File: src/sv/rls_pkg.sv
// Package with shared constants, types and tables for the row log-softmax block.
package rls_pkg;

    localparam int unsigned StoreDepth = 64;
    localparam int unsigned ValueW     = 16;
    localparam int unsigned ExpW       = 31;
    localparam int unsigned SumW       = 37;
    localparam int unsigned ExpBits    = 13;
    localparam int unsigned LnW        = 24;
    localparam logic signed [15:0] Q8Min = 16'sh8000;
    localparam logic [17:0] Ln2Q16 = 18'd45426;

    typedef logic [ExpW-1:0] t_exp;
    typedef logic [SumW-1:0] t_sum;

    // Factor exp(-2^(k-8)) in Q0.30 for bit k of the distance.
    function automatic logic [29:0] exp_bit_q30(input logic [3:0] k);
        logic [29:0] r;
        begin
            case (k)
                4'd0:    r = 30'd1069555701;
                4'd1:    r = 30'd1065385899;
                4'd2:    r = 30'd1057095000;
                4'd3:    r = 30'd1040706261;
                4'd4:    r = 30'd1008687096;
                4'd5:    r = 30'd947573834;
                4'd6:    r = 30'd836230973;
                4'd7:    r = 30'd651257337;
                4'd8:    r = 30'd395007542;
                4'd9:    r = 30'd145315154;
                4'd10:   r = 30'd19666268;
                4'd11:   r = 30'd360200;
                4'd12:   r = 30'd121;
                default: r = 30'd0;
            endcase
            return r;
        end
    endfunction

    // ln(1 + i/16) in Q16.
    function automatic logic [15:0] ln_frac_q16(input logic [4:0] i);
        logic [15:0] r;
        begin
            case (i)
                5'd0:    r = 16'd0;
                5'd1:    r = 16'd3973;
                5'd2:    r = 16'd7719;
                5'd3:    r = 16'd11262;
                5'd4:    r = 16'd14624;
                5'd5:    r = 16'd17821;
                5'd6:    r = 16'd20870;
                5'd7:    r = 16'd23783;
                5'd8:    r = 16'd26573;
                5'd9:    r = 16'd29248;
                5'd10:   r = 16'd31818;
                5'd11:   r = 16'd34292;
                5'd12:   r = 16'd36675;
                5'd13:   r = 16'd38975;
                5'd14:   r = 16'd41196;
                5'd15:   r = 16'd43345;
                5'd16:   r = 16'd45426;
                default: r = 16'd0;
            endcase
            return r;
        end
    endfunction

endpackage

File: src/sv/rls_exp_unit.sv
// Iterative exp(-t/256) unit in Q0.30, one table factor per cycle.
module rls_exp_unit
    import rls_pkg::*;
(
    input  logic        i_clk,
    input  logic        i_rst_n,
    input  logic        i_start,
    input  logic [16:0] i_dist,
    output logic        o_done,
    output t_exp        o_value
);

    logic        r_busy;
    logic [3:0]  r_bit;
    logic [12:0] r_dist;
    logic        r_zero;
    t_exp        r_acc;
    logic        r_done;
    logic [60:0] w_prod;

    assign w_prod = r_acc * exp_bit_q30(r_bit);

    always_ff @(posedge i_clk) begin
        if (!i_rst_n) begin
            r_busy <= 1'b0;
            r_done <= 1'b0;
        end else begin
            r_done <= 1'b0;
            if (i_start) begin
                r_busy <= 1'b1;
            end else if (r_busy && r_bit == 4'(ExpBits - 1)) begin
                r_busy <= 1'b0;
                r_done <= 1'b1;
            end
        end
    end

    always_ff @(posedge i_clk) begin
        if (i_start) begin
            r_bit  <= 4'd0;
            r_dist <= i_dist[12:0];
            r_zero <= (i_dist >= 17'd8192);
            r_acc  <= ExpW'(31'h4000_0000);
        end else if (r_busy) begin
            r_bit <= r_bit + 4'd1;
            if (r_dist[r_bit]) begin
                r_acc <= w_prod[30+ExpW-1:30];
            end
        end
    end

    assign o_done  = r_done;
    assign o_value = r_zero ? '0 : r_acc;

endmodule

File: src/sv/rls_ln_unit.sv
// Natural log of the Q0.30 exp sum, result rounded to Q8.8.
module rls_ln_unit
    import rls_pkg::*;
(
    input  logic        i_clk,
    input  logic        i_rst_n,
    input  logic        i_start,
    input  t_sum        i_sum,
    output logic        o_done,
    output logic [15:0] o_lq8
);

    localparam logic [2:0] LnIdle = 3'd0;
    localparam logic [2:0] LnNorm = 3'd1;
    localparam logic [2:0] LnMul  = 3'd2;
    localparam logic [2:0] LnAdd  = 3'd3;
    localparam logic [2:0] LnDone = 3'd4;

    logic [2:0]  r_state, n_state;
    t_sum        r_sum;
    logic [5:0]  r_k;
    logic        r_small;
    logic [3:0]  r_idx;
    logic [15:0] r_rem;
    logic [15:0] r_lo;
    logic [31:0] r_prod;
    logic [15:0] r_lq8;
    logic [5:0]  w_k;
    t_sum        w_norm;
    logic signed [LnW+1:0] w_ln;
    logic signed [LnW+1:0] w_round;

    always_comb begin
        w_k = 6'd0;
        for (int b = 0; b < SumW; b++) begin
            if (r_sum[b]) begin
                w_k = 6'(b);
            end
        end
    end

    // Top bit moved to position SumW-1.
    assign w_norm = r_sum << (6'(SumW - 1) - w_k);

    // The bit position is unsigned, so it is zero-extended before the offset.
    assign w_ln = ($signed({{(LnW-4){1'b0}}, r_k}) - 26'sd30) * $signed({8'd0, Ln2Q16})
                  + $signed({10'd0, r_lo}) + $signed({10'd0, r_prod[31:16]});
    assign w_round = (w_ln + 26'sd128) >>> 8;

    always_comb begin
        n_state = r_state;
        case (r_state)
            LnIdle:  if (i_start) n_state = LnNorm;
            LnNorm:  n_state = LnMul;
            LnMul:   n_state = LnAdd;
            LnAdd:   n_state = LnDone;
            LnDone:  n_state = LnIdle;
            default: n_state = LnIdle;
        endcase
    end

    always_ff @(posedge i_clk) begin
        if (!i_rst_n) begin
            r_state <= LnIdle;
        end else begin
            r_state <= n_state;
        end
    end

    always_ff @(posedge i_clk) begin
        case (r_state)
            LnIdle: if (i_start) r_sum <= i_sum;
            LnNorm: begin
                r_k     <= w_k;
                r_small <= (r_sum < t_sum'(37'h4000_0000));
                r_idx   <= w_norm[SumW-2:SumW-5];
                r_rem   <= w_norm[SumW-6:SumW-21];
            end
            LnMul: begin
                r_lo   <= ln_frac_q16({1'b0, r_idx});
                r_prod <= 32'((ln_frac_q16(5'({1'b0, r_idx}) + 5'd1)
                         - ln_frac_q16({1'b0, r_idx})) * r_rem);
            end
            LnAdd: r_lq8 <= r_small ? 16'd0 : w_round[15:0];
            default: ;
        endcase
    end

    assign o_done = (r_state == LnDone);
    assign o_lq8  = r_lq8;

endmodule

File: src/sv/row_log_softmax.sv
// Top level of the row log-softmax block: row store, sequencer and output stage.
//
// Elements of a row are written into a MAX_COLS-entry (64 by default) row memory
// with one write and one read port, one request per cycle while busy is low, and a
// running maximum is kept. The request marked row_end raises busy; the block then
// reads the row back once for the exp sum, each element in turn (address, read,
// start pulse, 13 factor steps in the exp unit and its done cycle), takes the log
// (normalise, table multiply, add and round), and reads the row a second time to
// emit one result per cycle on o_result_valid. The exp unit sets the pace. The
// receiver cannot stall: each result shows for one cycle. Elements beyond
// MAX_COLS are dropped and flag every result of the row.
module row_log_softmax
    import rls_pkg::*;
#(
    parameter int unsigned MAX_COLS = StoreDepth
) (
    input  logic        i_clk,
    input  logic        i_rst_n,
    input  logic        start,
    output logic        busy,
    input  logic signed [ValueW-1:0] i_element_value,
    input  logic        i_row_end,
    output logic        o_result_valid,
    output logic signed [ValueW-1:0] o_out_value,
    output logic        o_run_end,
    output logic        o_row_overflow
);

    localparam int unsigned AddrW = (MAX_COLS > 1) ? $clog2(MAX_COLS) : 1;
    localparam int unsigned CntW  = $clog2(MAX_COLS + 1);

    localparam logic [2:0] StLoad = 3'd0;
    localparam logic [2:0] StRead = 3'd1;
    localparam logic [2:0] StExp  = 3'd2;
    localparam logic [2:0] StLn   = 3'd3;
    localparam logic [2:0] StEmit = 3'd4;
    localparam logic [2:0] StPrep = 3'd5;

    logic signed [ValueW-1:0] r_mem [MAX_COLS];
    logic signed [ValueW-1:0] r_rdata;

    logic [2:0]      r_state;
    logic [CntW-1:0] r_count;
    logic [CntW-1:0] r_idx;
    logic signed [ValueW-1:0] r_max;
    logic            r_drop;
    t_sum            r_sum;
    logic [15:0]     r_lq8;
    logic            r_exp_start;
    logic            r_ln_start;
    logic            r_emit_pend;
    logic [CntW-1:0] r_emit_idx;
    logic            r_valid;
    logic signed [ValueW-1:0] r_out;
    logic            r_last;
    logic            r_ovf;

    logic            w_accept;
    logic            w_store;
    logic            w_exp_done;
    t_exp            w_exp_val;
    logic            w_ln_done;
    logic [15:0]     w_ln_val;
    logic [AddrW-1:0] w_raddr;
    logic signed [17:0] w_diff;
    logic signed [18:0] w_y;

    assign busy     = (r_state != StLoad);
    assign w_accept = start && !busy;
    assign w_store  = w_accept && (r_count < CntW'(MAX_COLS));
    assign w_raddr  = r_idx[AddrW-1:0];

    // Row memory: one write port, one registered read port.
    always_ff @(posedge i_clk) begin
        if (w_store) begin
            r_mem[r_count[AddrW-1:0]] <= i_element_value;
        end
        r_rdata <= r_mem[w_raddr];
    end

    assign w_diff = 18'(r_max) - 18'(r_rdata);

    rls_exp_unit u_exp (
        .i_clk   (i_clk),
        .i_rst_n (i_rst_n),
        .i_start (r_exp_start),
        .i_dist  (w_diff[16:0]),
        .o_done  (w_exp_done),
        .o_value (w_exp_val)
    );

    rls_ln_unit u_ln (
        .i_clk   (i_clk),
        .i_rst_n (i_rst_n),
        .i_start (r_ln_start),
        .i_sum   (r_sum),
        .o_done  (w_ln_done),
        .o_lq8   (w_ln_val)
    );

    always_ff @(posedge i_clk) begin
        if (!i_rst_n) begin
            r_state     <= StLoad;
            r_count     <= '0;
            r_max       <= Q8Min;
            r_drop      <= 1'b0;
            r_exp_start <= 1'b0;
            r_ln_start  <= 1'b0;
            r_emit_pend <= 1'b0;
            r_valid     <= 1'b0;
        end else begin
            r_exp_start <= 1'b0;
            r_ln_start  <= 1'b0;
            r_valid     <= 1'b0;
            case (r_state)
                StLoad: begin
                    if (w_accept) begin
                        if (w_store) begin
                            r_count <= r_count + CntW'(1);
                            if (i_element_value > r_max) r_max <= i_element_value;
                        end else begin
                            r_drop <= 1'b1;
                        end
                        if (i_row_end) begin
                            r_state <= StPrep;
                            r_idx   <= '0;
                            r_sum   <= '0;
                        end
                    end
                end
                StPrep: begin
                    // Present address r_idx; data arrives next cycle.
                    r_state <= StRead;
                end
                StRead: begin
                    r_exp_start <= 1'b1;
                    r_state     <= StExp;
                end
                StExp: begin
                    if (w_exp_done) begin
                        r_sum <= r_sum + t_sum'(w_exp_val);
                        if (r_idx + CntW'(1) == r_count) begin
                            r_state    <= StLn;
                            r_ln_start <= 1'b1;
                            r_idx      <= '0;
                        end else begin
                            r_idx   <= r_idx + CntW'(1);
                            r_state <= StPrep;
                        end
                    end
                end
                StLn: begin
                    if (w_ln_done) begin
                        r_lq8       <= w_ln_val;
                        r_state     <= StEmit;
                        r_idx       <= r_idx + CntW'(1);
                        r_emit_idx  <= '0;
                        r_emit_pend <= 1'b1;
                    end
                end
                StEmit: begin
                    // r_rdata holds entry r_emit_idx this cycle.
                    r_valid <= 1'b1;
                    r_out   <= (w_y < -19'sd32768) ? Q8Min : w_y[15:0];
                    r_last  <= (r_emit_idx + CntW'(1) == r_count);
                    r_ovf   <= r_drop;
                    r_emit_idx <= r_emit_idx + CntW'(1);
                    r_idx      <= r_idx + CntW'(1);
                    if (r_emit_idx + CntW'(1) == r_count) begin
                        r_state     <= StLoad;
                        r_count     <= '0;
                        r_max       <= Q8Min;
                        r_drop      <= 1'b0;
                        r_emit_pend <= 1'b0;
                    end
                end
                default: r_state <= StLoad;
            endcase
        end
    end

    assign w_y = 19'(r_rdata) - 19'(r_max) - 19'($signed(r_lq8));

    assign o_result_valid = r_valid;
    assign o_out_value    = r_out;
    assign o_run_end      = r_last;
    assign o_row_overflow = r_ovf;

`ifndef NO_ASSERTIONS
    a_count_bound: assert property (@(posedge i_clk) disable iff (!i_rst_n)
        r_count <= CntW'(MAX_COLS))
        else $error("element count beyond store depth");
    a_emit_busy: assert property (@(posedge i_clk) disable iff (!i_rst_n)
        r_emit_pend |-> busy)
        else $error("emission while idle");
    a_last_idle: assert property (@(posedge i_clk) disable iff (!i_rst_n)
        (o_result_valid && o_run_end) |-> !busy)
        else $error("row end without return to load");
    a_no_start_pair: assert property (@(posedge i_clk) disable iff (!i_rst_n)
        !(r_exp_start && r_ln_start))
        else $error("exp and log started together");
`endif

endmodule

File: config.mk
export PLATFORM = sky130hd
export DESIGN_NAME = row_log_softmax
export DESIGN_NICKNAME = d
export VERILOG_FILES = /design/src/sv/rls_pkg.sv /design/src/sv/rls_exp_unit.sv /design/src/sv/rls_ln_unit.sv /design/src/sv/row_log_softmax.sv
export SDC_FILE = /design/constraint.sdc
export NUM_CORES = 2
export LEC_CHECK = 0
export BUFFER_PORTS_ARGS = -buffer_cell sky130_fd_sc_hd__buf_2
export CORE_MARGIN = 1
export CORE_UTILIZATION = 50
export DETAILED_ROUTE_END_ITERATION = 6
export PLACE_DENSITY_LB_ADDON = 0.3
export SYNTH_ARGS = -nofsm -noshare
export SYNTH_HDL_FRONTEND = slang
export SYNTH_SLANG_ARGS = --single-unit
File: constraint.sdc
create_clock -name i_clk -period 12.2 [get_ports i_clk]
set_clock_uncertainty 0.1 [all_clocks]
set_input_delay 0.61 -clock i_clk [delete_from_list [all_inputs] [get_ports i_clk]]
set_output_delay 0.61 -clock i_clk [all_outputs]
set_load 0.02 [all_outputs]
After elaboration in Yosys (flattened, before gate mapping) --
Memories as Yosys holds them, arrays and structs flattened. A register that Yosys moved wholly into a read port is not among the register bits. Cells that the tools add are included.
Word-level totals: bits in writable memories 1024, input port bits 20, word-level logic and storage cells 191, output and inout port bits 20, memories 5, bits in registers 281, bits in read-only memories 1504
Memory list:
- r_mem | depth 64, width 16, rd ports 1, clocked after Yosys merged registers in 1, write ports 1, RTL line row_log_softmax.sv:39 | logic signed [ValueW-1:0] r_mem [MAX_COLS];
- (name not given) | depth 32, width 16, rd ports 1, clocked after Yosys merged registers in 0, write ports 0, RTL line rls_pkg.sv:44 | case (i)
- (name not given) | depth 16, width 30, rd ports 1, clocked after Yosys merged registers in 1, write ports 0, RTL line rls_pkg.sv:20 | case (k)
- (name not given) | depth 16, width 16, rd ports 1, clocked after Yosys merged registers in 1, write ports 0, RTL line rls_pkg.sv:44
- (name not given) | depth 16, width 16, rd ports 1, clocked after Yosys merged registers in 1, write ports 0, RTL line rls_pkg.sv:44
Cells by class: mux-type cells 86, add/sub/neg operators 15, equality and inequality tests 21, magnitude comparators 6, multiply operators 3, reductions and logical operators 25, bitwise operators 1, shifts and indexed selects 1
Operators with widths (count):
- two-way mux 6 bit | 35
- two-way mux 37 bit | 3
- two-way mux 16 bit | 6
- case mux 37 bit (2 select lines) | 1
- two-way mux 7 bit | 9
- multiplier 31 x 30 -> 61 bit | 1
- subtractor 16 x 16 -> 17 bit | 3
- adder 24 x 17 -> 24 bit | 2
- adder 37 x 31 -> 37 bit | 1
- less-than comparator 37 x 31 -> 1 bit (second input constant) | 1
- left shift 37 x 6 -> 36 bit | 1
- multiplier 32 x 16 -> 32 bit | 1
- case mux 16 bit (2 select lines) | 1
- two-way mux 31 bit | 1
- case mux 7 bit (2 select lines) | 2
- case mux 7 bit (4 select lines) | 1
- multiplier 26 x 16 -> 23 bit (second input constant) | 1
- adder 24 x 9 -> 24 bit (second input constant) | 1
- adder 7 x 1 -> 7 bit (second input constant) | 3
- two-way mux 3 bit | 7
- less-than comparator 19 x 16 -> 1 bit (second input constant) | 1
- case mux 3 bit (6 select lines) | 1
- subtractor 17 x 16 -> 18 bit | 1
- >= comparator 17 x 14 -> 1 bit (second input constant) | 1
- other kinds (32) | 73

Logic depth before layout (Yosys ltp) --
depth after elaboration 39, gate-level depth with buffers 46, gate-level depth less buffers 43

Cells and area by module --
A second synthesis with hierarchy kept.
Unflattened totals: cell total of the unflattened synthesis 8564, area, all modules 103335.4 um^2
By module, submodules not included:
- row_log_softmax | area an instance 48032.3 um^2, instances 1, sequential area each 34222.8 um^2, cells an instance 2472
- rls_exp_unit | area an instance 33289.4 um^2, instances 1, sequential area each 1761.7 um^2, cells an instance 3663
- rls_ln_unit | area an instance 22013.6 um^2, instances 1, sequential area each 3743.6 um^2, cells an instance 2429

Worst setup path before layout --
Ideal clock, no wire load.
kind reg-to-reg, from register u_ln.r_idx[1], to register u_ln.r_prod[30] (data pin), library setup time 0.258 ns, buffers on the path 4, stages on the path, launching flop included 44, path slack 1.799 ns, clock period less this slack 10.401 ns, arrival time 10.043 ns, required time 11.842 ns, cells stage by stage edfxtp_1 ha_1 clkbuf_1 inv_1 ha_1 clkbuf_1 clkbuf_1 nand2_1 nand2_1 nor2_1 a211oi_1 ha_1 nor2b_1 o21ai_0 a21boi_0 o21ai_0 a21boi_0 o21ai_0 (+8 left out) inv_1 fa_1 fa_1 inv_1 fa_1 fa_1 fa_1 inv_1 ha_1 or4_1 a221oi_1 nor3_1 a2111oi_0 nor3_1 a41oi_1 nand2b_1 a21oi_1 xnor2_1
On the way: word-level cells in the longest chain between the ends 5
Ends and longest elaborated chain:
- start: declaration | RTL line rls_ln_unit.sv:23 | logic [3:0] r_idx;
- start signal: assignment | RTL line rls_ln_unit.sv:76 | r_idx <= w_norm[SumW-2:SumW-5];
- adder 4 x 1 -> 5 bit | RTL line rls_ln_unit.sv:81 | r_prod <= 32'((ln_frac_q16(5'({1'b0, r_idx}) + 5'd1)
- memory (32 x 16 bit)
- two-way mux 16 bit | RTL line rls_ln_unit.sv:71 | case (r_state)
- subtractor 16 x 16 -> 17 bit | RTL line rls_ln_unit.sv:82 | - ln_frac_q16({1'b0, r_idx})) * r_rem);
- multiplier 32 x 16 -> 32 bit | RTL line rls_ln_unit.sv:82
- end signal: assignment | RTL line rls_ln_unit.sv:81
- end: declaration | RTL line rls_ln_unit.sv:26 | logic [31:0] r_prod;
No other way between the ends. The select of a mux whose other input is x is not followed. A chain may end at the register's enable or synchronous reset.

Worst setup path in the final report --
Ends and elaborated chain as after synthesis.

==> reports/summary.txt <==
Crit-path most repeated cell: fa_1
Core Rows: 164
Dominant synthesized flop cell: edfxtp_1
Actual slew at the worst max-slew pin: 1.32 ns
Layout cells sized above 1: 10.7%
Number of global-route vias before repair: 67400
CP delay by family, top: adder cells
Synthesized area: 101000 um2
CTS clock-pin slew for the worst setup and hold paths: 0.07 ns
Kind of critical path: reg2reg
Crit path max fanout: 23
Worst R2R End: u_ln.r_prod[30]$_DFFE_PN_
CP peak stage delay: 0.67 ns
Slew Limit Fails: 0
Worst Setup EP: u_ln.r_prod[30]$_DFFE_PN_
Die width: 451 um
Grt total ovfl: 0
CP startpoint: u_ln.r_idx[1]$_DFFE_PN_
TritonCTS buffer count: 146
Final setup vio count: 0
Area of the core: 200000 um2
Final hold vios: 0
Reg2reg setup slack: 0.79 ns
R2R cell count: 45
Drt wl/cell: 23.1 um
Compound-Gate Fraction of Synth Area: 4.37%
RSZ-0062 raised after global routing: no
GP Congestion: 0.908
Async set-reset flop share out of synthesis: 0%
Cell variety after synth: 90
Worst-skew pair later-pin latency: 0.78 ns
Initial core utilization: 50.3%
Vias per cell: 5.76
Largest area contributor in the synthesized netlist: edfxtp_1
CP Launch Type: register
Number of flops mapped to enable cells by yosys: 1235
Nets: 9872
Total GRT Usage: 25.5%
Post-CTS Setup Bufs: 0
CTS tree: yes
R2R Path Start: u_ln.r_idx[1]$_DFFE_PN_
Starting DRT DRC Count: 5360
WP depth: 45
Adder-cell share of the synthesized area: 29.0%
Worst min-delay path class: in2reg
Detailed-router iteration count before antenna repair: 6
Slowest CP cell: o41ai_1
XOR/XNOR share of the synthesized area: 1.49%
Synth Instances: 8237
Largest net degree at the start of global routing: 143
Initial antenna violation count: 14
Clk root buf: clkbuf_16
Mux share of post-synthesis cell area: 9.08%
H-tree depth: 4
Worst hold path depth: 1
IO Port Bufs: 39
Yosys top cell area share: 36.9%
Total Negative Setup Slacks: 0 ns
Area growth from synthesis to layout: 8.33%
CP arrival: 11.85 ns
Ranking of synthesized cells by area: edfxtp_1, fa_1, mux4_2, ha_1, inv_1
Post-CTS sizing: 0
Post-layout minimum cycle time: 11.41 ns
Post-synthesis simple-gate area fraction: 10.0%
Via count: 63200
Number of synthesized register bits: 1367
Mean Syn Cell Area: 12.2 um2
CP bufs+invs: 8
Synthesized Nets: 9914
Hold Buf Count CTS: 0
Slew headroom: 11.9%
First-pass GRT wire length: 397000 um
Outcome: completed
Part of the Yosys area used for sequential elements: 39.5%
DRC: 0
Total clock sinks: 1367
Clock Tree Buf Depth: 3
Syn. warnings: 0
ANT nets after route: 0
CP required: 12.63 ns
Largest family of logic cells by synthesized area: adder cells
Max Cap Viol: 0
Die H: 451 um
Final wirelength: 253000 um
DPL Wire Length: 174000 um
Max Freq: 87.6 MHz
Die Area: 203000 um2
Tcrit/Tclk final: 93.5%
IO Pins: 40
Endpoint type of the worst setup path: register
## kinds of logic (layout without fill, tap and decap cells)
logic type,after synthesis,in the layout
flip-flops,1367,1367
adder cells (fa/ha/maj),1658,1658
multiplexers,468,468
XOR/XNOR,171,171
AO/OA/AOI/OAI,669,669
AND/OR/NAND/NOR,2172,2172
other,0,5
buffers and inverters,1732,1812
## routing by layer
metal	global-route usage, %	share of wire (%)	vias up	wire, um
li1	-	-	27400	-
met1	34.5	40	32700	102000
met2	42.0	48	2573	122000
met3	4.15	7.7	516	19400
met4	8.94	3.7	6	9280
met5	0	0.014	-	36
## sequential cells by signal, summed over array words and instances, names as in the netlist, 13 cells and up, named ones only
register      flops
u_ln.r_sum       37
u_ln.r_lo        16
r_rdata          16
r_sum            37
r_max            16
u_ln.o_lq8       16
u_ln.r_rem       16
u_ln.r_prod      16
o_out_value      16
r_mem          1024
u_exp.r_dist     13
r_lq8            16
u_exp.r_acc      31
## cells in the final DEF, fill, tap and decap left out, types with 22 or more instances in the layout
cell / Yosys / layout
nor2_1: 360 / 346
clkinv_2: 0 / 24
a211oi_1: 22 / 22
nor3_1: 58 / 57
nor2b_1: 91 / 91
clkbuf_16: 0 / 147
o21a_1: 30 / 30
mux4_2: 353 / 353
clkinv_1: 2 / 26
xnor2_1: 104 / 102
nand2_1: 1019 / 1019
nand2b_1: 48 / 48
mux2i_1: 102 / 102
xor2_1: 67 / 67
a21oi_1: 195 / 195
clkbuf_1: 369 / 28
a21o_1: 57 / 57
and2_1: 354 / 354
nand3_1: 74 / 74
edfxtp_1: 1235 / 1235
buf_4: 0 / 194
dfxtp_1: 132 / 131
and3_1: 28 / 28
ha_1: 529 / 528
inv_1: 1304 / 1304
buf_2: 7 / 39
o21ai_0: 138 / 136
fa_1: 1128 / 1128
## metrics by stage
stage                     hold WS (ns)  instance area [um2]  std cells  util [%]  setup slack [ns]
final                            0.195               109000      11000      54.5             0.787
after global routing             0.156               109000      11000      54.5            0.0358
after CTS                        0.136               109000      11000      54.5             0.466
after detailed placement         0.307               104000      10700      52.1             0.529
after global placement           0.305               104000      10700      52.1             0.700
after floorplan                  0.300               101000       8237         -              1.80
## how the worst min path moves through the flow
stage                     slack (ns)                      to                    startpoint
after floorplan                 0.30      r_lq8[0]$_DFFE_PP_   u_ln.o_lq8[0]$_SDFFCE_PP0P_
after global placement          0.31      r_lq8[8]$_DFFE_PP_   u_ln.o_lq8[8]$_SDFFCE_PP0P_
after detailed placement        0.31     r_lq8[10]$_DFFE_PP_  u_ln.o_lq8[10]$_SDFFCE_PP0P_
after CTS                       0.14  r_mem[50][2]$_DFFE_PP_            i_element_value[2]
after global routing            0.16  r_mem[50][2]$_DFFE_PP_            i_element_value[2]
final                           0.20  r_mem[50][2]$_DFFE_PP_            i_element_value[2]
## Yosys cell counts, types with 17 or more instances
library cell / n
ha_1: 529
xnor2_1: 104
nor2_1: 360
nand3_1: 74
nor2b_1: 91
nand2_1: 1019
nand2b_1: 48
o21ai_0: 138
or3_1: 22
a221oi_1: 18
nor4_1: 20
dfxtp_1: 132
a21o_1: 57
and3_1: 28
edfxtp_1: 1235
mux4_2: 353
fa_1: 1128
a21oi_1: 195
nor3_1: 58
o211ai_1: 21
and2_1: 354
a21boi_0: 17
a211oi_1: 22
clkbuf_1: 369
buf_1: 45
xor2_1: 67
nand4_1: 20
mux2i_1: 102
o21a_1: 30
inv_1: 1304
## cell type report
cell class	instances	area, um2
timing repair buffer	235	1690
sequential	1367	39700
inverter	1307	4910
tap	2656	3320
clock inverter	90	1050
fill	16500	90900
antenna	5	12.5
multi-input combinational	5138	54400
clock buffer	180	3850
Power is left out: the tool's default activity adds up to more than one toggle a clock period on the data nets, which glitch-free logic cannot reach.
